## src/rtl/u8u16_pkg.sv

```systemverilog
// Shared types and byte constants for the UTF-8 to UTF-16 position core.
package u8u16_pkg;

    localparam int OUT_WIDTH = 32;

    localparam logic [7:0] C_LF          = 8'h0A;
    localparam logic [7:0] C_CR          = 8'h0D;
    localparam logic [7:0] C_MASK_LEAD2  = 8'hE0;
    localparam logic [7:0] C_CODE_LEAD2  = 8'hC0;
    localparam logic [7:0] C_MASK_LEAD3  = 8'hF0;
    localparam logic [7:0] C_CODE_LEAD3  = 8'hE0;
    localparam logic [7:0] C_MASK_LEAD4  = 8'hF8;
    localparam logic [7:0] C_CODE_LEAD4  = 8'hF0;
    localparam logic [7:0] C_PLANE_MASK  = 8'h07;
    localparam logic [7:0] C_CONT_MASK   = 8'h3F;
    localparam logic [7:0] C_PLANE_MIN   = 8'h10;

    // Column units a byte contributes and continuation bytes it announces.
    typedef struct packed {
        logic [1:0] units;
        logic [1:0] swallow;
    } t_lead_info;

endpackage

```

## src/rtl/utf8_offset_to_utf16_position_core.sv

```systemverilog
// Top level of the UTF-8 byte offset to UTF-16 line and column position core.
//
// The input channel carries one byte of UTF-8 text per transfer, together
// with the byte after it, the number of bytes left in the buffer (saturated
// at three), a start-of-text flag and a query-end flag. Every input transfer
// produces exactly one result transfer with the line number and UTF-16
// column reached after that byte, and the query-end flag echoed as
// answer_ready so the consumer can pick out the answer.
// Both channels use valid and stall; a transfer happens on a clock edge with
// valid high and stall low.
// An accepted byte waits in the input register, and its result is then
// offered from the result register. Throughput is one byte per cycle
// while the receiver does not stall; the counter update is a single
// adder and compare per counter between the input and result registers.
// When the receiver stalls, the result register holds its transfer and the
// input register can still take one more byte; only when both are full is
// the input stall raised.
// Synchronous active-low reset empties both registers and clears the line,
// column, continuation and carriage-return state.
module utf8_offset_to_utf16_position_core #(
    parameter int COUNT_WIDTH = 32
) (
    input  logic                            i_clk,
    input  logic                            i_rst_n,
    input  logic                            i_in_valid,
    output logic                            o_in_stall,
    input  logic [7:0]                      i_text_byte,
    input  logic [7:0]                      i_following_byte,
    input  logic [1:0]                      i_bytes_after,
    input  logic                            i_start_of_text,
    input  logic                            i_query_end,
    output logic                            o_out_valid,
    input  logic                            i_out_stall,
    output logic [u8u16_pkg::OUT_WIDTH-1:0] o_line_number,
    output logic [u8u16_pkg::OUT_WIDTH-1:0] o_utf16_column,
    output logic                            o_answer_ready
);
    import u8u16_pkg::*;

    // Input register.
    logic                   r_in_valid;
    logic [7:0]             r_text_byte;
    logic [7:0]             r_following_byte;
    logic [1:0]             r_bytes_after;
    logic                   r_start_of_text;
    logic                   r_query_end;

    // Position state.
    logic [COUNT_WIDTH-1:0] r_line;
    logic [COUNT_WIDTH-1:0] r_column;
    logic [1:0]             r_swallow;
    logic                   r_after_cr;
    logic [COUNT_WIDTH-1:0] n_line;
    logic [COUNT_WIDTH-1:0] n_column;
    logic [1:0]             n_swallow;
    logic                   n_after_cr;

    // Result register.
    logic                   r_out_valid;
    logic [OUT_WIDTH-1:0]   r_out_line;
    logic [OUT_WIDTH-1:0]   r_out_column;
    logic                   r_out_answer;
    logic [OUT_WIDTH-1:0]   n_out_line;
    logic [OUT_WIDTH-1:0]   n_out_column;

    logic                   out_free;
    logic                   fire;
    logic                   in_accept;
    t_lead_info             lead;

    // The result register is free when empty or when its transfer completes.
    assign out_free   = !r_out_valid || !i_out_stall;
    assign fire       = r_in_valid && out_free;
    assign o_in_stall = r_in_valid && !out_free;
    assign in_accept  = i_in_valid && !o_in_stall;

    u8u16_lead u_lead (
        .i_text_byte      (r_text_byte),
        .i_following_byte (r_following_byte),
        .i_bytes_after    (r_bytes_after),
        .o_lead           (lead)
    );

    u8u16_step #(
        .COUNT_WIDTH (COUNT_WIDTH)
    ) u_step (
        .i_line           (r_line),
        .i_column         (r_column),
        .i_swallow        (r_swallow),
        .i_after_cr       (r_after_cr),
        .i_text_byte      (r_text_byte),
        .i_start_of_text  (r_start_of_text),
        .i_lead           (lead),
        .o_line           (n_line),
        .o_column         (n_column),
        .o_swallow        (n_swallow),
        .o_after_cr       (n_after_cr),
        .o_line_clamped   (n_out_line),
        .o_column_clamped (n_out_column)
    );

    // Control and position state.
    always_ff @(posedge i_clk) begin
        if (!i_rst_n) begin
            r_in_valid  <= 1'b0;
            r_out_valid <= 1'b0;
            r_line      <= '0;
            r_column    <= '0;
            r_swallow   <= 2'd0;
            r_after_cr  <= 1'b0;
        end else begin
            if (in_accept) begin
                r_in_valid <= 1'b1;
            end else if (fire) begin
                r_in_valid <= 1'b0;
            end
            if (out_free) begin
                r_out_valid <= r_in_valid;
            end
            if (fire) begin
                r_line     <= n_line;
                r_column   <= n_column;
                r_swallow  <= n_swallow;
                r_after_cr <= n_after_cr;
            end
        end
    end

    // Payload registers.
    always_ff @(posedge i_clk) begin
        if (in_accept) begin
            r_text_byte      <= i_text_byte;
            r_following_byte <= i_following_byte;
            r_bytes_after    <= i_bytes_after;
            r_start_of_text  <= i_start_of_text;
            r_query_end      <= i_query_end;
        end
        if (fire) begin
            r_out_line   <= n_out_line;
            r_out_column <= n_out_column;
            r_out_answer <= r_query_end;
        end
    end

    assign o_out_valid    = r_out_valid;
    assign o_line_number  = r_out_line;
    assign o_utf16_column = r_out_column;
    assign o_answer_ready = r_out_answer;

endmodule

```

## src/rtl/u8u16_lead.sv

```systemverilog
// Lead byte decoder: UTF-16 units and continuation count for one byte.
module u8u16_lead (
    input  logic [7:0]             i_text_byte,
    input  logic [7:0]             i_following_byte,
    input  logic [1:0]             i_bytes_after,
    output u8u16_pkg::t_lead_info  o_lead
);
    import u8u16_pkg::*;

    always_comb begin
        o_lead.units   = 2'd1;
        o_lead.swallow = 2'd0;
        if (!i_text_byte[7]) begin
            o_lead.units = 2'd1;
        end else if ((i_text_byte & C_MASK_LEAD2) == C_CODE_LEAD2 && i_bytes_after >= 2'd1) begin
            o_lead.swallow = 2'd1;
        end else if ((i_text_byte & C_MASK_LEAD3) == C_CODE_LEAD3 && i_bytes_after >= 2'd2) begin
            o_lead.swallow = 2'd2;
        end else if ((i_text_byte & C_MASK_LEAD4) == C_CODE_LEAD4 && i_bytes_after == 2'd3) begin
            o_lead.swallow = 2'd3;
            // Code points above the basic plane need a surrogate pair.
            if ((i_text_byte & C_PLANE_MASK) != 8'd0
                    || (i_following_byte & C_CONT_MASK) >= C_PLANE_MIN) begin
                o_lead.units = 2'd2;
            end
        end
    end

endmodule

```

## src/rtl/u8u16_step.sv

```systemverilog
// Next-state logic for the line and column counters, with output clamping.
module u8u16_step #(
    parameter int COUNT_WIDTH = 32
) (
    input  logic [COUNT_WIDTH-1:0]          i_line,
    input  logic [COUNT_WIDTH-1:0]          i_column,
    input  logic [1:0]                      i_swallow,
    input  logic                            i_after_cr,
    input  logic [7:0]                      i_text_byte,
    input  logic                            i_start_of_text,
    input  u8u16_pkg::t_lead_info           i_lead,
    output logic [COUNT_WIDTH-1:0]          o_line,
    output logic [COUNT_WIDTH-1:0]          o_column,
    output logic [1:0]                      o_swallow,
    output logic                            o_after_cr,
    output logic [u8u16_pkg::OUT_WIDTH-1:0] o_line_clamped,
    output logic [u8u16_pkg::OUT_WIDTH-1:0] o_column_clamped
);
    import u8u16_pkg::*;

    logic [COUNT_WIDTH-1:0] base_line;
    logic [COUNT_WIDTH-1:0] cur_column;
    logic [1:0]             cur_swallow;
    logic                   cur_after_cr;
    logic [COUNT_WIDTH:0]   line_sum;
    logic [COUNT_WIDTH:0]   column_sum;
    logic [COUNT_WIDTH-1:0] line_inc;
    logic [COUNT_WIDTH-1:0] column_inc;

    // A start-of-text byte sees cleared state.
    assign base_line    = i_start_of_text ? '0 : i_line;
    assign cur_column   = i_start_of_text ? '0 : i_column;
    assign cur_swallow  = i_start_of_text ? 2'd0 : i_swallow;
    assign cur_after_cr = i_start_of_text ? 1'b0 : i_after_cr;

    assign line_sum   = {1'b0, base_line} + (COUNT_WIDTH + 1)'(1);
    assign column_sum = {1'b0, cur_column} + (COUNT_WIDTH + 1)'(i_lead.units);
    assign line_inc   = line_sum[COUNT_WIDTH] ? '1 : line_sum[COUNT_WIDTH-1:0];
    assign column_inc = column_sum[COUNT_WIDTH] ? '1 : column_sum[COUNT_WIDTH-1:0];

    always_comb begin
        o_line     = base_line;
        o_column   = cur_column;
        o_swallow  = cur_swallow;
        o_after_cr = 1'b0;
        if (cur_swallow != 2'd0) begin
            o_swallow  = cur_swallow - 2'd1;
            o_after_cr = cur_after_cr;
        end else if (cur_after_cr && i_text_byte == C_LF) begin
            o_after_cr = 1'b0;
        end else if (i_text_byte == C_LF) begin
            o_line   = line_inc;
            o_column = '0;
        end else if (i_text_byte == C_CR) begin
            o_line     = line_inc;
            o_column   = '0;
            o_after_cr = 1'b1;
        end else begin
            o_column  = column_inc;
            o_swallow = i_lead.swallow;
        end
    end

    generate
        if (COUNT_WIDTH > OUT_WIDTH) begin : g_clamp
            assign o_line_clamped   = (|o_line[COUNT_WIDTH-1:OUT_WIDTH])
                                      ? '1 : o_line[OUT_WIDTH-1:0];
            assign o_column_clamped = (|o_column[COUNT_WIDTH-1:OUT_WIDTH])
                                      ? '1 : o_column[OUT_WIDTH-1:0];
        end else begin : g_extend
            assign o_line_clamped   = OUT_WIDTH'(o_line);
            assign o_column_clamped = OUT_WIDTH'(o_column);
        end
    endgenerate

endmodule

```

## config.mk

```make
export PLATFORM = sky130hd
export DESIGN_NAME = utf8_offset_to_utf16_position_core
export DESIGN_NICKNAME = d
export VERILOG_FILES = /design/src/rtl/u8u16_pkg.sv /design/src/rtl/utf8_offset_to_utf16_position_core.sv /design/src/rtl/u8u16_lead.sv /design/src/rtl/u8u16_step.sv
export SDC_FILE = /design/constraint.sdc
export NUM_CORES = 1
export LEC_CHECK = 0
export ABC_AREA = 1
export BUFFER_PORTS_ARGS = -buffer_cell sky130_fd_sc_hd__buf_2
export CORE_MARGIN = 2
export CORE_UTILIZATION = 59
export DETAILED_ROUTE_END_ITERATION = 10
export PLACE_DENSITY = 0.82
export SYNTH_ARGS = -nofsm -noshare
export SYNTH_HDL_FRONTEND = slang
export SYNTH_SLANG_ARGS = --single-unit
```

## constraint.sdc

```tcl
create_clock -name i_clk -period 4.87 [get_ports i_clk]
set_input_delay 0.7305 -clock i_clk [delete_from_list [all_inputs] [get_ports i_clk]]
set_output_delay 0.7305 -clock i_clk [all_outputs]
set_load 0.02 [all_outputs]
```

==> impl_results.md <==
* Outcome: finished clean
* Die ar. at between 0.015 and 0.02 mm2
* Register area share after synthesis at between 40% and 50%
* Num CTS Buffers at 17
* Clock sinks at roughly 150
* First-pass GRT wire length at 36.04 mm
* Max Fclk at about 260 MHz
* Port buffer count at 84
* # hold bufs at CTS at 0
* RSZ-0062 raised after global routing: no
* Asr flop ratio synth at 0%
* Synth top area share at 27.21%
* Final setup vio count at 0
* GRT Total Usage at between 20 and 30%
* N_diodes at 0
* Lkg Pwr at ~4.4 nW
* Final worst path period share at 78.67%
* Drt drc at 0
* Synthesized Nets at around 1.2k
* Register clock-pin slew on the reported worst setup and hold paths at approximately 0.060 ns
* Tightest Pin Transition at between 1 and 1.5 ns
* Switch share at 26.48%
* Largest cells by area after synthesis: edfxtp_1, dfxtp_1, nand2_1
* Placed inst area at ~0.0092 mm2
* Final hold slack at about 0.42 ns
* Pin count of the biggest net entering global routing at 94
* H-tree levels at 4
* Die height at ~130 um
* Most frequent cells in the layout: nand2_1, inv_1, nor2_1
* Sequential share of power at about half
* Worst EP required at between 5 and 6 ns
* Worst slew margin at a little under a third
* Io pins at 91
* Clk pwr share at between 40 and 50%
* Avg Inst Size Synth at between 7 and 8 um2
* Die X at around 130 um
* Layout net count at 1286
* Max-Cap Viols at 0
* Final GP Congestion at 0.9368
* Area leader, netlist: edfxtp_1
* Crit path DAT at just over 4 ns
* Worst IR Drop VDD at around 250 uV
* Comb power frac at around a tenth
* Power Internal at between 2 and 2.5 mW
* Slowest-stage cell, CP: fa_1
* CP startpoint kind: flop
* Main synth FF type: edfxtp_1
* Post-CTS Setup Bufs at 0
* Fillers at between 1k and 1.5k
* Crit Path Category: flop to flop
* Routed len/inst at between 10 and 15 um
* Post-Syn Instances at 1191
* CTS Root Cell: clkbuf_16
* Dpl hpwl at roughly 15 mm
* Placement Rows at 44
* Clock Tree Buf Depth at 2
* Final worst path period need at between 3 and 4 ns
* Via count at roughly 7.9k
* Cell Chain, Critical Path: nand2_1 > nor2_1 > nand4_1 > a41oi_1 > inv_1 > fa_1 > inv_1 > nand3_1 > inv_1 > nand2_1 > nor2_1 > nand2_2 > nand3_1 > nand2_1 > o21ai_0
* Vias/cell at about 5.5
* Final hold violations at 0
* EDFF count, synth at 79
* Pwr Total at a little under 3 mW
* Seq cells post-synth at 148
* Post-Route WL at between 20 and 25 mm
* TNS Setup at 0 ns
* Drt pass-1 iters at 6
* Worst setup EP type: flop
* Ratio of cells with drive above 1 in the final layout at between 10% and 20%
* Core ar. at 0.01448 mm2
* Total gr overflow at 0
* Final Slew Violations at 0
* Clock Skew at ~0.011 ns
* Number of global-route vias before repair at roughly 7.4k
* CTS tree: done
* Initial antenna violation count at 0
* Commonest non-fill, non-tap cell in the layout: nand2_1
* Net switching power at just under 800 uW
* Synthesized area at roughly 0.0087 mm2
* Hold Path Class: flop to flop
* Crit-path max cell delay at roughly 0.50 ns
* Initial Utilization at about 60%
* Post_cts resized at 0
* Worst-Skew Late Latency at roughly 0.44 ns
* Distinct cells, synth at 45
* ANT nets after route at 0
* PwrDens at 304.3 mW/mm2
* Initial DRC Count at approximately 930
* Synthesis-to-finish area growth at 11.19%
* Crit-path max FO at 30
* Yosys warnings at 0
* Final instance area at roughly 0.0097 mm2
-- metal layers --
metal  vias up  routed length [um]  global-route usage [%]
met5         -                   0                       0
met4         0                 255                   7.908
met3        22                2163                   8.045
met2       359                9543                   42.26
met1      3618                9798                   40.80
li1       3943                   -                       -
-- through the flow --
step | utilization [%] | instances | setup WS, ns
CTS | 66.95 | 1455 | 1.137
finish | 66.95 | 1455 | 1.039
global placement | 63.20 | 1423 | 1.249
detailed placement | 63.20 | 1423 | 1.211
global route | 66.95 | 1455 | 0.7519
floorplan | - | 1191 | 1.191
-- flip-flops by register name, indices dropped and copies added, names as in the netlist --
name              count
r_swallow             2
r_in_valid            1
r_query_end           1
r_bytes_after         2
r_after_cr            1
r_line               32
r_column             32
o_line_number        32
r_following_byte      2
r_text_byte           8
o_utf16_column       32
o_out_valid           1
r_start_of_text       1
o_answer_ready        1
-- synthesized netlist by cell type (2+ instances only) --
library cell,n
o211ai_1,7
nand3b_1,7
edfxtp_1,79
nand2_4,2
nand2_1,275
inv_2,10
clkbuf_1,20
xor2_1,9
nor2_4,11
ha_1,3
nand3_1,83
nand4_1,25
buf_4,2
nor2_1,149
o21ai_1,29
inv_1,195
a21oi_1,60
dfxtp_1,69
o21ai_0,41
nor2_2,21
nor3_1,18
o22ai_1,2
o21ai_2,14
buf_2,7
nor3_2,9
nand3_2,8
nand2_2,10
buf_6,9
-- layout make-up --
class / count / area [um2] / area share [%]
Clock buffer: 18 / 429.2 / 4.427
Clock inverter: 14 / 113.9 / 1.174
Inverter: 208 / 787.0 / 8.118
Multi-Input combinational cell: 794 / 3923 / 40.46
Sequential cell: 148 / 3754 / 38.72
Tap cell: 184 / 230.2 / 2.375
Timing Repair Buffer: 89 / 457.9 / 4.724
-- worst max-delay path, delay by kind of cell, from the launching register on --
family / cells / cell delay [ns]
buffers and inverters: 3 / 0.41
flip-flops: 1 / 0.41
AND/OR/NAND/NOR: 9 / 1.80
adder cells (fa/ha/maj): 1 / 0.50
AO/OA/AOI/OAI: 2 / 0.49
-- power by group through the flow --
stage / Sequential [mW] / Combinational (mW) / Clock [mW]
finish: 1.43 / 0.303 / 1.22
global route: 1.43 / 0.342 / 1.29
CTS: 1.43 / 0.302 / 1.23
detailed placement: 1.45 / 0.299 / 0
global placement: 1.45 / 0.290 / 0
floorplan: 1.47 / 0.200 / 0
-- path summary, 6_finish.rpt --
check | from | end | slack [ns] | cells past startpoint
worst min-delay path | r_query_end$_DFFE_PP_ | o_answer_ready$_DFFE_PP_ | 0.42 | 0
worst min register to register | r_query_end$_DFFE_PP_ | o_answer_ready$_DFFE_PP_ | 0.42 | 0
worst max-delay path | r_text_byte[5]$_DFFE_PP_ | o_utf16_column[3]$_DFFE_PP_ | 1.04 | 15
worst max register to register | r_text_byte[5]$_DFFE_PP_ | o_utf16_column[3]$_DFFE_PP_ | 1.04 | 15
-- cell families (layout without fill, tap and decap cells) --
family          count (synthesis)  after routing  synth area share, %
simple gates                  624            624                33.32
fa+ha+maj                       4              4               0.6602
xor+xnor                        9              9               0.9042
buf+inv                       249            329                12.07
flops                         148            148                43.05
compound gates                157            157                9.989
No activity file was read; power rests on OpenSTA's default activity.
